$ cat config.mk
export PLATFORM = sky130hd
export DESIGN_NAME = psd_sqrt_cell
export DESIGN_NICKNAME = d
export VERILOG_FILES = /design/src/design/psd_pkg.sv /design/src/design/psd_sqrt_cell.sv
export SDC_FILE = /design/constraint.sdc
export NUM_CORES = 1
export LEC_CHECK = 0
export BUFFER_PORTS_ARGS = -buffer_cell sky130_fd_sc_hd__buf_2
export CAP_MARGIN = 20
export CORE_ASPECT_RATIO = 1.25
export CORE_UTILIZATION = 50
export DETAILED_ROUTE_END_ITERATION = 10
export GPL_TIMING_DRIVEN = 0
export HOLD_SLACK_MARGIN = 0.02
export PLACE_DENSITY_LB_ADDON = 0.05
export SLEW_MARGIN = 20
export SYNTH_ARGS = -nofsm -noshare
export SYNTH_HDL_FRONTEND = slang
export SYNTH_SLANG_ARGS = --single-unit
$ cat constraint.sdc
create_clock -name clk -period 9.2 [get_ports clk]
set_input_delay 1.84 -clock clk [delete_from_list [all_inputs] [get_ports clk]]
set_output_delay 1.84 -clock clk [all_outputs]
set_load 0.1 [all_outputs]
$ cat src/design/psd_pkg.sv
package psd_pkg;

  localparam int unsigned IN_W       = 16;
  localparam int unsigned DIFF_W     = IN_W + 1;
  localparam int unsigned PROD_W     = 2 * DIFF_W;
  localparam int unsigned DOT_W      = PROD_W + 1;
  localparam int unsigned DEN_W      = PROD_W;
  localparam int unsigned HALF_W     = DEN_W / 2;
  localparam int unsigned NUM_W      = 75;
  localparam int unsigned QUO_W      = 41;
  localparam int unsigned RAD_W      = 42;
  localparam int unsigned ROOT_W     = RAD_W / 2;
  localparam int unsigned SREM_W     = ROOT_W + 2;
  localparam int unsigned DIV_STAGES  = QUO_W;
  localparam int unsigned SQRT_STAGES = ROOT_W;
  localparam int unsigned DIST_W     = 21;

  typedef enum logic [1:0] {
    REGION_INTERIOR = 2'd0,
    REGION_BEFORE   = 2'd1,
    REGION_PAST     = 2'd2,
    REGION_DEGEN    = 2'd3
  } region_t;

  typedef struct packed {
    logic [DEN_W-1:0] rem;
    logic [DEN_W-1:0] den;
    logic [QUO_W-1:0] low;
    logic [QUO_W-1:0] q;
    logic             byp;
    region_t          region;
  } div_t;

  typedef struct packed {
    logic [SREM_W-1:0] rem;
    logic [ROOT_W-1:0] root;
    logic [RAD_W-1:0]  rad;
    region_t           region;
  } sqrt_t;

endpackage

$ cat src/design/psd_sqrt_cell.sv
module psd_sqrt_cell (
  input  logic           clk,
  input  logic           rst,
  input  logic           in_valid,
  input  psd_pkg::sqrt_t in_data,
  output logic           in_ready,
  output logic           out_valid,
  output psd_pkg::sqrt_t out_data,
  input  logic           out_ready
);

  logic [psd_pkg::SREM_W+1:0] cur;
  logic [psd_pkg::SREM_W+1:0] trial;
  logic [psd_pkg::SREM_W+1:0] diff;
  logic                       ge;
  psd_pkg::sqrt_t             nxt;

  assign in_ready = !out_valid || out_ready;
  assign cur      = {in_data.rem, in_data.rad[psd_pkg::RAD_W-1 -: 2]};
  assign trial    = {2'b00, in_data.root, 2'b01};
  assign diff     = cur - trial;
  assign ge       = cur >= trial;

  always_comb begin
    nxt        = in_data;
    nxt.rem    = ge ? diff[psd_pkg::SREM_W-1:0] : cur[psd_pkg::SREM_W-1:0];
    nxt.root   = {in_data.root[psd_pkg::ROOT_W-2:0], ge};
    nxt.rad    = {in_data.rad[psd_pkg::RAD_W-3:0], 2'b00};
  end

  always_ff @(posedge clk) begin
    if (rst) begin
      out_valid <= 1'b0;
    end else if (in_ready) begin
      out_valid <= in_valid;
    end
  end

  always_ff @(posedge clk) begin
    if (in_ready) out_data <= nxt;
  end

endmodule

[Word level (Yosys, flattened, before mapping)]
Index checks and enable logic that the tools add are counted.
Word-level totals
  register bits after elaboration: 87
  bits of input ports: 92
  output and inout port bits: 90
  word-level logic and storage cells: 10
Operators by class
  add/subtract/negate cells: 1
  order comparisons: 1
  muxes and demuxes: 1
  reductions and logical operators: 2
Operators with widths (count)
  greater-or-equal comparator 25 x 23 -> 1 bit: 1
  two-way mux 23 bit: 1
  subtractor 23 bit: 1
  zero test 1 bit: 1
  logical OR 1 bit: 1

[Logic depth before layout (Yosys ltp)]
  depth in word-level cells: 2
  gate-level depth with buffers: 11
  mapped depth without buffers: 9

[Worst setup path before layout]
No wires, ideal clock.
  path kind: input to output
  from: in out_ready
  to: out in_ready
  data arrival time: 4.648 ns
  data required time: 7.360 ns
  slack: 2.712 ns
  stages on the path: 1
  path buffers: 0
  cell sequence: nand2b_1
Between the ends
  cells in the longest elaborated chain, start to end: 1
RTL lines
  from (decl): RTL line psd_sqrt_cell.sv:9  | input logic out_ready
  logical OR 1 bit: RTL line psd_sqrt_cell.sv:18  | assign in_ready = !out_valid || out_ready;
  to (decl): RTL line psd_sqrt_cell.sv:6  | output logic in_ready,
Every way passes these cells.

[Worst setup path in the final report]
Same ends and word-level chain as after synthesis.

==> impl_metrics.toml <==
[sta]
finalCritPeriodShare = 0.509
drv_slew = 0
setup_ws_ns = 4.52
slew_headroom = 0.640
tns_ns = 0
finalHoldViolCount = 0
timing.final.crit_period_ns = 4.68
setup_viol = 0
max_freq_mhz = 213
tightestPinTransition_ns = 0.536
hold_ws_ns = 0.850
rsz0062_at_grt = "false"
finClkSkew_ns = 0.00661

[synth]
synth_area_um2 = 4380
synth-warning-count = 0
ys_async_sr_fraction = 0
syn_area_per_cell_um2 = 13.6
ys_types = 48
synth-edff-count = 86
ys_ff_latch = 87
ys_seq_area_frac = 0.594
ys_top_cells_by_area = "edfxtp_1 59%, ha_1 6.6%, mux2_4 5.5%"
synth_largest_area_cell = "edfxtp_1"
synth_top_cell_area_share = 0.590
synth_cells = 321
ys.flop_type = "edfxtp_1"

[place]
dp_worst_setup_slack_ns = 4.50
portBuffers = 179
dp_cells = 619
place_area_um2 = 5460
gp_congestion = 0.830
hpwlAfterDp_um = 7040

[power]
seqPwrFrac = 0.382
power.leakage_nw = 2.67
p_int_mw = 0.749
combPwrFrac = 0.397
clkPwrFrac = 0.220
switching_share = 0.421
switchingPower_mw = 0.544
power_density_nw_per_um2 = 228
vdd_ir_drop_max_uv = 114

[route]
first_pass_iters = 5
wl_per_cell_um = 14.5
ant_nets = 0
dr_total_vias = 3225
first_iter_violations = 98
vias_per_cell = 5.08
routed_wirelength_um = 9220
drc = 0

[finish]
register_area_um2 = 2600
final_common_cell = "buf_2"
final_cell_mix = "183 x buf_2, 86 x edfxtp_1, 31 x inv_1"
drive_above_1_share = 0.456
finalNonFillerCells = 635
multi_input_area_um2 = 1540
syn2layout_area_growth_pct = 29.6
nFillCells = 650
design_area_um2 = 5670
final_nets = 628
n_antenna_cell = 0

[clock_tree]
cts.sinks = 87
numCtsBuffers = 9
root_buffer = "clkbuf_8"
cts.path.max_buffers = 2
path_clk_slew_ns = 0.08
post_cts.repair.setup_buffers = 0
cts_tree = "yes"
hold_buffers = 0
clock_latency_ns = 0.36
cts-htree-levels = 3
ctsResizeCount = 0

[outcome]
outcome = "finished clean"

[floorplan]
fp-row-count = 37
start_util = 0.522
boundaryPins = 182
die_h_um = 107
core_um2 = 8380
die_area_um2 = 9140
die_w_um = 85.7

[run]
max-cap-violations = 0

[grt]
grt_pass1_vias = 3099
grt_pass1_wl_um = 14400
grt_usage = 0.207
antenna_found_initial = 0
grt_max_degree = 60
grt-ovfl-total = 0

[critical_path]
startpoint = "out_ready"
rr_startpoint = "out_valid"
worstSetupEndpointType = "output pin"
crit_arrival_ns = 2.84
worst-r2r-setup-slack_ns = 7.83
critPathKind = "in2out"
crit_fanout = 30
required_ns = 7.36
worst_setup_path_start_kind = "primary input"

[hold_path]
hold_path.class = "reg2reg"
hold_start = "out_valid"
==> cell usage after synthesis, drive strengths merged (3+ instances only) <==
library cell	n
nand2b	4
a211o	4
buf	13
edfxtp	86
ha	23
a21oi	20
nor3	5
xor2	7
nand2	9
o211ai	3
nand4	6
a21o	10
xnor2	12
nor2	6
a31oi	7
inv	31
nand3	5
mux2	19
o21ai	19
==> power by group through the flow <==
stage	Sequential, mW	Clock (mW)	Combinational [mW]
final	0.494	0.285	0.513
after global placement	0.504	0	0.509
after CTS	0.495	0.292	0.515
after detailed placement	0.503	0	0.514
after floorplan	0.812	0	0.126
after global routing	0.499	0.306	0.535
==> through the flow <==
step | total power, mW | util
5_1_grt | 1.34 | 0.677
2_1_floorplan | 0.938 | -
3_3_place_gp | 1.01 | 0.647
3_5_place_dp | 1.02 | 0.651
4_1_cts | 1.30 | 0.677
6_report | 1.29 | 0.677
==> kinds of logic (layout without fill, tap and decap cells) <==
family,Yosys count,after routing,synth area share
AOI/OAI and AO/OA,80,80,0.123
xor gates and xnor gates,19,19,0.0380
adders and majority gates,23,23,0.0657
buffers and inverters,46,242,0.0572
DFF,87,87,0.594
muxes,21,21,0.0672
other,1,2,0.000857
and+or+nand+nor,44,44,0.0534
==> area by class of cell <==
cell class	instances	share of cell area
sequential	87	0.459
buffer	15	0.0236
tap	117	0.0258
clock buffer	10	0.0225
inverter	31	0.0205
multi-input combinational	189	0.271
clock inverter	6	0.0150
timing repair buffer	180	0.163
==> state kept, by name, summed over array words and instances, names as in the netlist <==
register   cells
out_valid      1
out_data      86
==> metal layers <==
layer  GRT usage  vias up  wire length [um]
met5           0        -                 0
met4      0.0976        0               229
met3      0.0485       21               618
met2       0.375      150              4770
met1       0.226     1474              3600
li1            -     1580                 -
==> final timing paths <==
check | cells after the start | to
max | 3 | in_ready
min | 2 | out_valid
max reg2reg | 2 | out_data[13]
min reg2reg | 2 | out_valid
==> worst max-delay path, cell delays in order <==
cell	delay (ns)
buf_2	0.08
nand2b_4	0.39
buf_2	0.51
Power figures use the tool's default switching activity.
