==> config.mk <==
export PLATFORM = sky130hd
export DESIGN_NAME = psd_div_cell
export DESIGN_NICKNAME = d
export VERILOG_FILES = /design/src/design/psd_pkg.sv /design/src/design/psd_div_cell.sv
export SDC_FILE = /design/constraint.sdc
export NUM_CORES = 1
export LEC_CHECK = 0
export ABC_AREA = 0
export BUFFER_PORTS_ARGS = -buffer_cell sky130_fd_sc_hd__buf_2
export CAP_MARGIN = 5
export CORE_UTILIZATION = 50
export DETAILED_ROUTE_END_ITERATION = 8
export PLACE_DENSITY = 0.82
export SYNTH_ARGS = -nofsm -noshare
export SYNTH_HDL_FRONTEND = slang
export SYNTH_SLANG_ARGS = --single-unit
==> constraint.sdc <==
create_clock -name clk -period 5.91 [get_ports clk]
set_input_delay 0.2955 -clock clk [delete_from_list [all_inputs] [get_ports clk]]
set_output_delay 0.2955 -clock clk [all_outputs]
set_load 0.02 [all_outputs]
==> src/design/psd_pkg.sv <==
package psd_pkg;

  localparam int unsigned IN_W       = 16;
  localparam int unsigned DIFF_W     = IN_W + 1;
  localparam int unsigned PROD_W     = 2 * DIFF_W;
  localparam int unsigned DOT_W      = PROD_W + 1;
  localparam int unsigned DEN_W      = PROD_W;
  localparam int unsigned HALF_W     = DEN_W / 2;
  localparam int unsigned NUM_W      = 75;
  localparam int unsigned QUO_W      = 41;
  localparam int unsigned RAD_W      = 42;
  localparam int unsigned ROOT_W     = RAD_W / 2;
  localparam int unsigned SREM_W     = ROOT_W + 2;
  localparam int unsigned DIV_STAGES  = QUO_W;
  localparam int unsigned SQRT_STAGES = ROOT_W;
  localparam int unsigned DIST_W     = 21;

  typedef enum logic [1:0] {
    REGION_INTERIOR = 2'd0,
    REGION_BEFORE   = 2'd1,
    REGION_PAST     = 2'd2,
    REGION_DEGEN    = 2'd3
  } region_t;

  typedef struct packed {
    logic [DEN_W-1:0] rem;
    logic [DEN_W-1:0] den;
    logic [QUO_W-1:0] low;
    logic [QUO_W-1:0] q;
    logic             byp;
    region_t          region;
  } div_t;

  typedef struct packed {
    logic [SREM_W-1:0] rem;
    logic [ROOT_W-1:0] root;
    logic [RAD_W-1:0]  rad;
    region_t           region;
  } sqrt_t;

endpackage

==> src/design/psd_div_cell.sv <==
module psd_div_cell (
  input  logic          clk,
  input  logic          rst,
  input  logic          in_valid,
  input  psd_pkg::div_t in_data,
  output logic          in_ready,
  output logic          out_valid,
  output psd_pkg::div_t out_data,
  input  logic          out_ready
);

  logic [psd_pkg::DEN_W:0]   trial;
  logic [psd_pkg::DEN_W:0]   diff;
  logic                      ge;
  psd_pkg::div_t             nxt;

  assign in_ready = !out_valid || out_ready;
  assign trial    = {in_data.rem, in_data.low[psd_pkg::QUO_W-1]};
  assign diff     = trial - {1'b0, in_data.den};
  assign ge       = trial >= {1'b0, in_data.den};

  always_comb begin
    nxt = in_data;
    // bypassed transactions carry their radicand in q untouched
    if (!in_data.byp) begin
      nxt.rem = ge ? diff[psd_pkg::DEN_W-1:0] : trial[psd_pkg::DEN_W-1:0];
      nxt.low = {in_data.low[psd_pkg::QUO_W-2:0], 1'b0};
      nxt.q   = {in_data.q[psd_pkg::QUO_W-2:0], ge};
    end
  end

  always_ff @(posedge clk) begin
    if (rst) begin
      out_valid <= 1'b0;
    end else if (in_ready) begin
      out_valid <= in_valid;
    end
  end

  always_ff @(posedge clk) begin
    if (in_ready) out_data <= nxt;
  end

endmodule

; ---- Word-level counts from Yosys, hierarchy flattened
; Index checks and enable logic that the tools add are counted.
[word_totals]
regBits = 154
in_bits = 157
out_inout_bits = 155
wordCells = 15
[classes]
addsub = 1
order_cmp = 1
mux = 3
reduce_logical = 2
[ops]
columns = cell, count
row1 = $mux 82, 1
row2 = $mux 34, 2
row3 = $ge 35x34->1, 1
row4 = $sub 34x34->34, 1
row5 = $logic_not 1->1, 1
row6 = $logic_or 1x1->1, 1

; ---- Longest topological paths before layout
[logic_depth]
depth_word = 3
ltp_mapped = 15

; ---- Worst setup path before layout
; OpenSTA, ideal clock, no wires.
[synth_path]
kind = input port to flip-flop
start = input out_ready
end = register out_data[0] in the netlist's numbering, enable pin
setup_ps = 548
t_arrival_ps = 4136
t_required_ps = 5362
slack_ps = 1227
path_stages = 1
path_buffers = 0
path_cell_list = nand2b_1
[synth_via]
elab_chain_len = 1
[synth_rtl]
columns = item, line
row1 = "start, declared", psd_div_cell.sv:9  ; input logic out_ready
row2 = $logic_or 1x1->1, psd_div_cell.sv:17  ; assign in_ready = !out_valid || out_ready;
row3 = "end signal, assigned", psd_div_cell.sv:41  ; if (in_ready) out_data <= nxt;
row4 = "end, declared", psd_div_cell.sv:8  ; output psd_pkg::div_t out_data,
; Every way passes these cells.
; A chain may end at the register's enable or synchronous reset.

==> metrics.txt <==
outcome complete, no violations; Routability Congestion 0.8911; vias per cell roughly 5.3; Slowest-stage cell, CP o31a_2; Vias 6,245; Cell Area, Synth slightly above 0.008 mm2; Max-cap violations 0; fmax 0.2831 GHz; sequential cell area 0.004614 mm2; Clock Path Buffers 2; largest cells by area after synthesis edfxtp_1, mux2_2, ha_1; post-CTS setup buffers 0; final wirelength ~21,000 um; I/O pin count 312; Gate Count Post-Synth 637; Seq pwr share a little over two fifths; layout cell share with drive strength beyond 1 roughly 48%; first-pass GRT wire length between 30,000 and 40,000 um; delay-heaviest family, CP compound AO/OA/AOI/OAI gates; post-synthesis cell type count between 50 and 60; vias in the first global route 5,994; crit path DAT ~3.7 ns; filler instances 1,270; Internal around 2200 uW; DIE AREA 0.01688 mm2; core footprint 0.01594 mm2; Syn Area/Cell 12.85 um2; Clock power frac 35.4%; crit path kind in2reg; yosys warns 0; Hold Slack 0.02960 ns; initial core utilization 51.33%; multi-input logic area 0.003278 mm2; switching part of the total about 30%; count leader, synth edfxtp_1; P_leak 0.004699 uW; antenna violations before repair 3; Setup TNS Final 0 ns; TritonCTS clock tree built; FFs w/ async S/R, synth 0%; cts repair resizes 0; # hold bufs at CTS 0; CTS buffer count 17; flops & latches, synth 154; leading post-synthesis cells by instance count edfxtp_1, mux2_2, inv_1; sequential fraction of the synthesis area between 50% and 60%; Crit path depth 14; leading area contributor after synthesis edfxtp_1; Critical Path RT approximately 6.0 ns; final routed DRC violation total 0; Worst-path clk slew 0.07 ns; CP peak stage delay approximately 0.48 ns; CP endpoint kind register; Root Buffer clkbuf_16; clk_skew 0.01128 ns; R2R setup slack about 4.0 ns; Slew headroom approximately two fifths; worst-path fanout max 39; P&R area growth vs syn 28.79%; RR Endpoint out_data[57]$_DFFE_PP_; RSZ-0062 raised after global routing false; clock sink count 154; Final setup viols 0; total track usage 24.29%; DRT antenna net count 0; Power Density 300.5 mW/mm2; HPWL Detailed about 16,000 um; Critical R2R Launch out_valid$_SDFFE_PP0P_; final hold violation count 0; CP cell instances buf_2 > inv_1 > ha_1 > a21o_1 > a221oi_1 > o21ai_1 > o311ai_2 > o21ai_2 > a41oi_2 > o31a_2 > buf_4 > nor2_1 > a211oi_1 > a21oi_1; largest net degree at the start of global routing a little over 90; drt wl/cell 17.70 um; die height 129.9 um; DRT Pass-1 Iters 4; cell row count 46; total gr overflow 0; die outline width 129.9 um; Gate power share 21.8%; CP Launch Point in_data[93]; Least-Margin Pin Slew between 0.9 and 1 ns; fin nets around 1.1k; share of the synthesized area in the top cell type 56.14%; H-tree depth 4; final period utilization 59.77%; Setup crit end out_data[123]$_DFFE_PP_; FF-to-FF path depth 2; worst hold path class in2reg; Slew Limit Fails 0; Worst-Skew Late Latency 0.42 ns; Synth Flop Type edfxtp_1; Buf/Inv on CP 3; Iter 0 DRT Violations 388; # diodes 0; Net Sw Power 923.1 uW; IO buf count around 310; Syn Nets 829; Critical Path Source Type input pin; Max IR drop VDD 213.6 uV; Post-synth EDFFs around 150; minimum clock period 3.532 ns
[flip-flops by register name, indices dropped and copies added (netlist names)]
name and count:
out_data 153, out_valid 1
[per-layer routing]
metal	vias to the layer above	track usage [%]	wire length (um)
li1	3016	-	-
met1	2933	27.28	7902
met2	252	42.53	10610
met3	38	7.216	1675
met4	6	11.15	568
met5	-	0	36
[per-stage QoR]
step	cells	util, %	area [um2]	total power, uW	worst slack, ns
5_1_grt	1175	66.11	10540	3295	2.075
6_report	1175	66.11	10540	3168	2.378
3_3_place_gp	1143	62.31	9933	2053	1.973
4_1_cts	1175	66.11	10540	3193	2.366
2_1_floorplan	637	-	8184	1839	1.227
3_5_place_dp	1143	62.31	9933	2067	1.905
[cell families after synthesis]
logic type	share of synthesized area (%)
flops	56.38
compound gates	10.99
simple gates	6.299
mux	14.00
buf+inv	3.669
fa+ha+maj	5.443
xor+xnor	3.210
[how the worst min path moves through the flow]
stage | endpoint | cells after the start | startpoint
2_1_floorplan | out_valid$_SDFFE_PP0P_ | 1 | rst
3_5_place_dp | out_valid$_SDFFE_PP0P_ | 2 | rst
4_1_cts | out_valid$_SDFFE_PP0P_ | 2 | rst
6_report | out_valid$_SDFFE_PP0P_ | 2 | rst
5_1_grt | out_valid$_SDFFE_PP0P_ | 2 | rst
3_3_place_gp | out_valid$_SDFFE_PP0P_ | 2 | rst
[layout by cell type, fill, tap and decap left out, types with 2 or more instances in the layout]
cell type	instances
a211oi_1	7
a21boi_0	3
a21o_1	17
a21oi_1	40
a221o_1	2
a31oi_1	4
and2_1	5
and3_1	2
and3b_1	3
and4_1	2
buf_2	310
buf_4	3
bufinv_16	2
clkbuf_16	17
clkinv_4	3
edfxtp_1	153
ha_1	34
inv_1	47
inv_6	6
inv_8	2
mux2_2	100
mux2i_1	2
nand2_1	43
nand2b_1	6
nand3_1	6
nand4_1	3
nor2_1	21
nor2b_1	4
nor3_1	3
nor4_1	2
o21a_1	3
o21ai_0	17
o21ai_1	19
o21bai_1	4
o221ai_1	3
o31ai_1	6
xnor2_1	20
xor2_1	10
[area by class of cell]
cell class / instances / share of cell area, %
clock buffers: 18 / 4.072
clock inverters: 14 / 1.686
well taps: 216 / 2.564
multi-input cells: 412 / 31.10
repair buffers: 314 / 15.12
inverters: 47 / 1.674
flip-flops and latches: 154 / 43.78
[power groups by stage]
stage	registers [uW]	clock network (uW)	logic, uW
after global routing	1370	1180	750
after detailed placement	1380	0	689
final	1360	1120	691
after global placement	1380	0	676
after floorplan	1530	0	308
after CTS	1360	1140	694
No activity file was read; power rests on OpenSTA's default activity.
